[config.mk]
export PLATFORM = sky130hd
export DESIGN_NAME = sch_ctrl
export DESIGN_NICKNAME = d
export VERILOG_FILES = /design/src/rtl/sch_pkg.sv /design/src/rtl/sch_ctrl.sv
export SDC_FILE = /design/constraint.sdc
export NUM_CORES = 1
export LEC_CHECK = 0
export BUFFER_PORTS_ARGS = -buffer_cell sky130_fd_sc_hd__clkbuf_2
export CAP_MARGIN = 40
export CORE_AREA = 2 2 39 41
export DETAILED_ROUTE_END_ITERATION = 8
export DIE_AREA = 0 0 41 43
export PLACE_DENSITY = 0.55
export SKIP_LAST_GASP = 1
export SLEW_MARGIN = 20
export SYNTH_ARGS = -nofsm -noshare
export SYNTH_HDL_FRONTEND = slang
export SYNTH_SLANG_ARGS = --single-unit
[constraint.sdc]
create_clock -name clk -period 1.8 [get_ports clk]
set_input_delay 0.36 -clock clk [delete_from_list [all_inputs] [get_ports clk]]
set_output_delay 0.36 -clock clk [all_outputs]
set_load 0.005 [all_outputs]
[src/rtl/sch_pkg.sv]
// ----------------------------------------------------------------------------
// sch_pkg
// shared types and constants of the skewed cuckoo hash table core
// ----------------------------------------------------------------------------
package sch_pkg;

    localparam int WORD_W            = 64;
    localparam int WAYS              = 4;
    localparam int WAY_SEL_W         = 2;
    localparam int KEY_PORT_W        = 32;
    localparam int VALUE_PORT_W      = 32;
    localparam int MAXD_W            = 8;
    localparam int KICK_W            = MAXD_W + 1;
    localparam int KEY_WIDTH_DEF     = 32;
    localparam int INDEX_WIDTH_DEF   = 10;
    localparam logic [MAXD_W-1:0] MAXD_RESET = 8'd16;

    localparam logic OPCODE_GET = 1'b0;
    localparam logic OPCODE_SET = 1'b1;

    typedef enum logic [1:0] {
        STATUS_OK   = 2'd0,
        STATUS_MISS = 2'd1,
        STATUS_FAIL = 2'd2
    } status_t;

    typedef enum logic [2:0] {
        S_CLEAR,
        S_IDLE,
        S_HASH,
        S_READ,
        S_EVAL
    } state_t;

    typedef struct packed {
        logic    load;
        logic    hash_step;
        logic    rd_en;
        logic    wr_match;
        logic    wr_empty;
        logic    kick;
        logic    res_load;
        status_t res_code;
        logic    clr_step;
    } cmd_t;

    typedef struct packed {
        logic op_set;
        logic found;
        logic any_empty;
        logic t_over;
        logic hash_last;
        logic clr_last;
    } stat_t;

endpackage

[src/rtl/sch_ctrl.sv]
// ----------------------------------------------------------------------------
// sch_ctrl
// sequencer: clearing pass, hash, probe, update and displacement rounds
// ----------------------------------------------------------------------------
module sch_ctrl (
    input  logic           clk,
    input  logic           rst_n,
    input  logic           in_valid,
    output logic           in_stall,
    output logic           out_valid,
    input  logic           out_stall,
    output sch_pkg::cmd_t  cmd,
    input  sch_pkg::stat_t stat
);

    sch_pkg::state_t state_reg, state_next;
    logic            first_reg, first_next;
    logic            out_valid_reg, out_valid_next;
    logic            slot_busy;

    assign slot_busy = out_valid_reg && out_stall;

    always_ff @(posedge clk or negedge rst_n)
    begin
        if (!rst_n)
        begin
            state_reg     <= sch_pkg::S_CLEAR;
            first_reg     <= 1'b0;
            out_valid_reg <= 1'b0;
        end
        else
        begin
            state_reg     <= state_next;
            first_reg     <= first_next;
            out_valid_reg <= out_valid_next;
        end
    end

    always_comb
    begin
        state_next   = state_reg;
        first_next   = first_reg;
        cmd          = '0;
        cmd.res_code = sch_pkg::STATUS_OK;
        in_stall     = 1'b1;
        case (state_reg)
            sch_pkg::S_CLEAR:
            begin
                cmd.clr_step = 1'b1;
                if (stat.clr_last)
                    state_next = sch_pkg::S_IDLE;
            end
            sch_pkg::S_IDLE:
            begin
                in_stall = 1'b0;
                if (in_valid)
                begin
                    cmd.load   = 1'b1;
                    first_next = 1'b1;
                    state_next = sch_pkg::S_HASH;
                end
            end
            sch_pkg::S_HASH:
            begin
                cmd.hash_step = 1'b1;
                if (stat.hash_last)
                    state_next = sch_pkg::S_READ;
            end
            sch_pkg::S_READ:
            begin
                cmd.rd_en  = 1'b1;
                state_next = sch_pkg::S_EVAL;
            end
            sch_pkg::S_EVAL:
            begin
                if (first_reg && !stat.op_set)
                begin
                    if (!slot_busy)
                    begin
                        cmd.res_load = 1'b1;
                        cmd.res_code = stat.found ? sch_pkg::STATUS_OK
                                                  : sch_pkg::STATUS_MISS;
                        state_next   = sch_pkg::S_IDLE;
                    end
                end
                else if (first_reg && stat.found)
                begin
                    if (!slot_busy)
                    begin
                        cmd.wr_match = 1'b1;
                        cmd.res_load = 1'b1;
                        state_next   = sch_pkg::S_IDLE;
                    end
                end
                else if (stat.any_empty)
                begin
                    if (!slot_busy)
                    begin
                        cmd.wr_empty = 1'b1;
                        cmd.res_load = 1'b1;
                        state_next   = sch_pkg::S_IDLE;
                    end
                end
                else if (stat.t_over)
                begin
                    if (!slot_busy)
                    begin
                        cmd.res_load = 1'b1;
                        cmd.res_code = sch_pkg::STATUS_FAIL;
                        state_next   = sch_pkg::S_IDLE;
                    end
                end
                else
                begin
                    // displace into the rotating way and rehash the evicted word
                    cmd.kick   = 1'b1;
                    first_next = 1'b0;
                    state_next = sch_pkg::S_HASH;
                end
            end
            default:
            begin
                state_next = sch_pkg::S_IDLE;
            end
        endcase
    end

    assign out_valid_next = cmd.res_load || slot_busy;
    assign out_valid      = out_valid_reg;

    a_no_overwrite: assert property (@(posedge clk) disable iff (!rst_n)
        cmd.res_load |-> !slot_busy)
        else $error("result loaded over a pending response");

    a_one_write: assert property (@(posedge clk) disable iff (!rst_n)
        $onehot0({cmd.wr_match, cmd.wr_empty, cmd.kick, cmd.clr_step}))
        else $error("more than one memory write source");

    a_kick_rehash: assert property (@(posedge clk) disable iff (!rst_n)
        cmd.kick |=> state_reg == sch_pkg::S_HASH)
        else $error("displacement not followed by rehash");

    a_clear_blocks: assert property (@(posedge clk) disable iff (!rst_n)
        state_reg == sch_pkg::S_CLEAR |-> in_stall && !out_valid_reg)
        else $error("activity during clearing pass");

endmodule
==> impl_metrics.json, run 1 <==
{
  "start_util": 0.270,
  "hold_ws_ps": 389,
  "p_leak_nw": 0.312,
  "synth.area.top_cells": "dfrtp_1, buf_6, mux2i_1, and2_1, nand2_1",
  "grt_start_max_net_pins": 9,
  "nets": 83,
  "crit_path_end_kind": "primary output",
  "setup_ws_ps": -58.4,
  "min_period_ps": 1860,
  "cts.htree.levels": 1,
  "violations": "setup timing",
  "vias": 418,
  "die_h_um": 43,
  "use_met2": 0.209,
  "finalMaxSlewViolations": 0,
  "synth-main-ff-cell": "dfrtp_1",
  "rows": 14,
  "synthCells": 41,
  "yosys_warnings": 0,
  "syn-num-nets": 51,
  "synth_top_area_frac": 0.334,
  "grt_pass1_wl_um": 1490,
  "grt_util_met3": 0.0314,
  "synthArstFlopShare": 1.00,
  "synth_common_cells": "dfrtp_1, nand2_1, nor2_1, and2_1, nand2b_1",
  "min_period_over_period": 1.03,
  "clk_pin_slew_worst_paths_ps": 50,
  "place_inst": 79,
  "worstHoldEndpoint": "first_reg",
  "worstSetupPathType": "reg -> out",
  "worst_pin_slew_ps": 215,
  "root_buffer": "clkbuf_4",
  "cts.path.max_buffers": 2,
  "critPathMaxFanout": 5,
  "grt_pass1_vias": 377,
  "cts_inserted_buffers": 3,
  "hold_depth": 3,
  "reg2reg_depth": 5,
  "critPathArrivalTime_ps": 1500,
  "postRouteAntennaNets": 0,
  "area.growth.synth_to_final_pct": 54.8,
  "final_cell_count_no_fill": 88,
  "hpwl_um": 684,
  "slew_headroom": 0.855,
  "first_pass_iters": 5,
  "max_cap_violations": 0,
  "cts_tree": "done",
  "wl_um": 951,
  "ys_seq_area_frac": 0.334,
  "die_area_um2": 1760,
  "synth_edf_count": 0,
  "setup_viol": 5,
  "insertion_delay_ps": 250,
  "drt_iter0_drc": 8,
  "cts_sinks": 5,
  "route.detailed.drc": 0,
  "synthDistinctLibCells": 23,
  "die_w_um": 41,
  "diodes": 0,
  "largest_reg_flops": 3,
  "drive_above_1_share": 0.542,
  "crit_chain": "or3b_4 -> a21oi_4 -> and4b_1 -> clkbuf_2",
  "syn-cell-area_um2": 374,
  "fmax_ghz": 0.538,
  "max_stage_delay_ps": 420,
  "synth_area_leader_cell": "dfrtp_1",
  "required_ps": 1440,
  "rsz0062_at_grt": "true",
  "drt-vias-per-instance": 4.75,
  "rr_endpoint": "first_reg",
  "core_um2": 1380,
  "skew_ps": 8.17,
  "reg2reg_slack_ps": 290,
  "io-pin-count": 22,
  "r2r_start": "state_reg[0]",
  "synth-seq-cells": 5,
  "busiest_layer": "met2",
  "io_buffer_count": 21,
  "hold_class": "in -> reg",
  "met1_usage": 0.134,
  "antenna_found_initial": 0,
  "grtUsageTotal": 0.130,
  "routabilityCongestion": 0.760,
  "grt_overflow_total": 0,
  "crit_path_start_kind": "register",
  "wl_per_cell_um": 10.8,
  "power.density_nw_per_um2": 1270,
  "worst_ir_drop_vdd_mv": 0.588,
  "critPathSlowestCell": "or3b_4",
  "min_from": "stat[2]",
  "status": "finished, violations left",
  "syn_avg_cell_area_um2": 9.12,
  "hold_violations": 0
}
layer usage:
layer	up-vias	wire (um)
met3	2	61
li1	205	-
met1	193	411
met4	0	12
met2	18	466
met5	-	0
kinds of logic (layout without fill, tap and decap cells):
logic type,after synthesis,after routing,share of synthesized area
AND/OR/NAND/NOR,22,22,0.324
AO/OA/AOI/OAI,9,9,0.217
flip-flops,5,5,0.334
buffers and inverters,3,34,0.0702
multiplexers,2,2,0.0535
stage by stage:
stage               area [um^2]   util  setup TNS, ps  power [W]  setup WS [ps]
floorplan                   374      -              0   0.000415            133
global placement            499  0.361              0   0.000547           94.5
detailed placement          499  0.361              0   0.000540           81.2
CTS                         556  0.401           -277   0.000710          -89.0
global route                579  0.419           -712   0.000801           -149
finish                      579  0.419           -201   0.000736          -58.4
worst max-delay path: cells and delay by family, from the launching register on:
kind            cells  cell delay [ps]
compound gates      1              170
flops               1              370
simple gates        2              620
buf+inv             1              100
layout by cell type, fill, tap and decap left out, types with 2 or more instances in the layout:
cell type and instances:
dfrtp_1 5, and2_1 3, buf_4 6, nor2_1 4, clkbuf_2 18, nand2b_1 3
nand2_1 4, buf_2 3, mux2i_1 2, clkbuf_4 3
layout make-up:
| cell class | count | area [um^2] |
|---|---|---|
| clock buffers | 4 | 26.3 |
| inverters | 1 | 3.75 |
| fillers | 147 | 805 |
| well taps | 16 | 20.0 |
| multi-input cells | 33 | 233 |
| flip-flops and latches | 5 | 125 |
| repair buffers | 29 | 171 |
report_power, final:
group	internal, W	total, W	switching, W	leakage (nW)
combinational	0.000223	0.000420	0.000197	0.237
sequential	0.000154	0.000184	0.0000298	0.0600
clock	0.0000840	0.000132	0.0000479	0.0150
total	0.000461	0.000736	0.000275	0.312
worst max-delay path by stage:
stage                             from      to  slack [ps]  cells after the start
after floorplan           state_reg[1]  cmd[6]         130                      6
after global placement    state_reg[2]  cmd[1]          90                      5
after detailed placement  state_reg[2]  cmd[1]          80                      5
after CTS                 state_reg[1]  cmd[1]         -90                      5
after global routing      state_reg[0]  cmd[1]        -150                      5
final                     state_reg[0]  cmd[2]         -60                      4
repair_timing:
action | 4_1_cts | 5_1_grt
endpoints found under the hold margin | 5 | 0
gates resized for setup | 2 | 6
setup buffers | 2 | 2
setup endpoints to repair | 6 | 7
pin swaps | 4 | 1
hold buffers | 1 | 0
(Power assumes the default switching activity.)
==> run 2, diff against run 1 <==
Settings changed: ABC_AREA set to 1, CORE_AREA 2 2 39 41 to 3 3 40 42, DIE_AREA 0 0 41 43 to 0 0 43 45, PLACE_DENSITY 0.55 to 0.57, REMOVE_ABC_BUFFERS set to 1.
==> impl_metrics.json, run 2 <==
{
  "hold_class": "in -> reg",
  "rsz0062_at_grt": "true",
  "wl_um": 1020,
  "crit_chain": "inv_1 -> nand2_2 -> nor2_4 -> nand2_1 -> nor4_2 -> clkbuf_2",
  "critPathMaxFanout": 5,
  "reg2reg_slack_ps": 610,
  "critPathArrivalTime_ps": 1370,
  "postRouteAntennaNets": 0,
  "p_leak_nw": 0.340,
  "routabilityCongestion": 0.752,
  "nets": 98,
  "synthCells": 60,
  "yosys_warnings": 0,
  "setup_viol": 0,
  "area.growth.synth_to_final_pct": 42.5,
  "min_from": "stat[1]",
  "num-fill-cells": 137,
  "drt-vias-per-instance": 4.58,
  "synth_common_cells": "nand2_1, inv_1, nor2_1, dfrtp_1, nand3_1",
  "worst_ir_drop_vdd_mv": 0.609,
  "hold_depth": 4,
  "reg2reg_depth": 8,
  "synthSimpleGateAreaFrac": 0.543,
  "synth_area_leader_cell": "dfrtp_1",
  "crit_path_end_kind": "primary output",
  "synthDistinctLibCells": 18,
  "worstHoldEndpoint": "state_reg[1]",
  "ys_seq_area_frac": 0.311,
  "synth_fa_ha_area_frac": 0,
  "max_stage_delay_ps": 440,
  "vias": 467,
  "finalPower_w": 0.000851,
  "grtUsageTotal": 0.118,
  "diodes": 0,
  "wl_per_cell_um": 10.0,
  "grt_pass1_vias": 428,
  "grt_overflow_total": 0,
  "final_util": 0.447,
  "fmax_ghz": 0.578,
  "skew_ps": 0.183,
  "min_period_over_period": 0.961,
  "critPathSlowestCell": "dfrtp_2",
  "cts_inserted_buffers": 3,
  "die_h_um": 45,
  "status": "finished, final reports clean",
  "die_w_um": 43,
  "io-pin-count": 22,
  "grt_pass1_wl_um": 1770,
  "worstSetupPathType": "reg -> out",
  "core_um2": 1280,
  "cts_sinks": 5,
  "cts.path.max_buffers": 2,
  "setup_ws_ps": 69.6,
  "synth-main-ff-cell": "dfrtp_1",
  "synth.most_common_cell": "nand2_1",
  "hpwl_um": 856,
  "first_pass_iters": 4,
  "slew_headroom": 0.832,
  "min_period_ps": 1730,
  "place_ws_ps": 322,
  "synth.area.top_cells": "dfrtp_1, nand2_1, inv_1, nor2_1, nor2_4",
  "cts.htree.levels": 1,
  "hold_violations": 0,
  "synthArstFlopShare": 1.00,
  "synth_top_area_frac": 0.311,
  "max_cap_violations": 0,
  "drt_iter0_drc": 7,
  "layout_commonest_cell": "clkbuf_2",
  "io_buffer_count": 21,
  "route.detailed.drc": 0,
  "drive_above_1_share": 0.437,
  "crit_path_start_kind": "register",
  "clk_pin_slew_worst_paths_ps": 40,
  "synth-seq-cells": 5,
  "power.density_nw_per_um2": 1480,
  "syn-cell-area_um2": 403,
  "synth_edf_count": 0,
  "grt_start_max_net_pins": 6,
  "rows": 13,
  "required_ps": 1440,
  "insertion_delay_ps": 240,
  "synth_compound_area_frac": 0.0528,
  "worst_pin_slew_ps": 250,
  "start_util": 0.314,
  "antenna_found_initial": 0,
  "cts_tree": "done",
  "die_area_um2": 1940,
  "syn_avg_cell_area_um2": 6.71,
  "largest_reg_flops": 3,
  "rr_endpoint": "first_reg",
  "r2r_start": "state_reg[0]",
  "synthMuxAreaShare": 0,
  "final_cell_mix": "clkbuf_2, nand2_1, inv_1, nor2_1",
  "root_buffer": "clkbuf_4",
  "synth_top_family_by_area": "simple AND/OR/NAND/NOR gates",
  "finalMaxSlewViolations": 0,
  "synth-xor-area-share": 0
}
## run 2: changes by cell type in the layout (fill, tap and decap cells not counted), sizes merged, moves of 3 or more
cell	previous run	this run
nand2	5	21
buf	10	1
inv	1	10
nand3	0	5
nor2	5	9
and2	3	0
clkbuf	22	25
nand2b	3	0
## run 2: worst max-delay path, delay by kind of cell, from the launching register on
family,cells,cell delay (ps)
buf+inv,2,240
simple gates,4,450
flops,1,440
## run 2: what timing repair did
item	in CTS	in global routing
buffers inserted	0	1
endpoints found under the hold margin	5	0
hold buffers	1	0
endpoints found under the setup margin	0	4
resized for setup	0	3
## run 2: layer usage
metal | wire length (um) | GRT usage | part of all wire | up-vias
li1 | - | - | - | 249
met1 | 488 | 0.167 | 0.48 | 201
met2 | 459 | 0.180 | 0.45 | 17
met4 | 0 | 0.0542 | 0 | 0
met5 | 0 | 0 | 0 | -
met3 | 74 | 0.0159 | 0.072 | 0
## run 2: cell type report
cell class,count,area (um^2),share of cell area
multi-input combinational,45,243,0.423
sequential,5,126,0.220
timing repair buffer,23,123,0.214
inverter,10,37.5,0.0654
clock buffer,4,26.3,0.0458
tap,15,18.8,0.0327
## run 2: where the power goes
part | internal, W | total, W | switching, W
sequential | 0.000168 | 0.000228 | 0.0000596
clock | 0.0000838 | 0.000129 | 0.0000450
combinational | 0.000196 | 0.000494 | 0.000299
## run 2: how the worst max path moves through the flow
stage                            start  endpoint  slack, ps  cells after the start
after global placement       out_stall    cmd[1]        330                      5
after CTS                 state_reg[0]    cmd[2]         60                      6
after global routing      state_reg[0]    cmd[2]        -60                      6
after detailed placement     out_stall    cmd[1]        320                      5
final                     state_reg[0]    cmd[2]         70                      6
after floorplan           state_reg[0]    cmd[2]        510                      5
## run 2: kinds of logic after synthesis
kind of cell,Yosys count
DFF,5
AOI/OAI and AO/OA,3
buffers and inverters,10
and+or+nand+nor,42
## run 2: metrics by stage
| step | setup TNS (ps) | area [um^2] | instances | hold WS [ps] |
|---|---|---|---|---|
| 2_1_floorplan | 0 | 403 | 60 | 64.4 |
| 3_3_place_gp | 0 | 527 | 96 | 183 |
| 3_5_place_dp | 0 | 527 | 96 | 181 |
| 4_1_cts | 0 | 563 | 101 | 379 |
| 5_1_grt | -74.4 | 574 | 102 | 397 |
| 6_report | 0 | 574 | 102 | 383 |
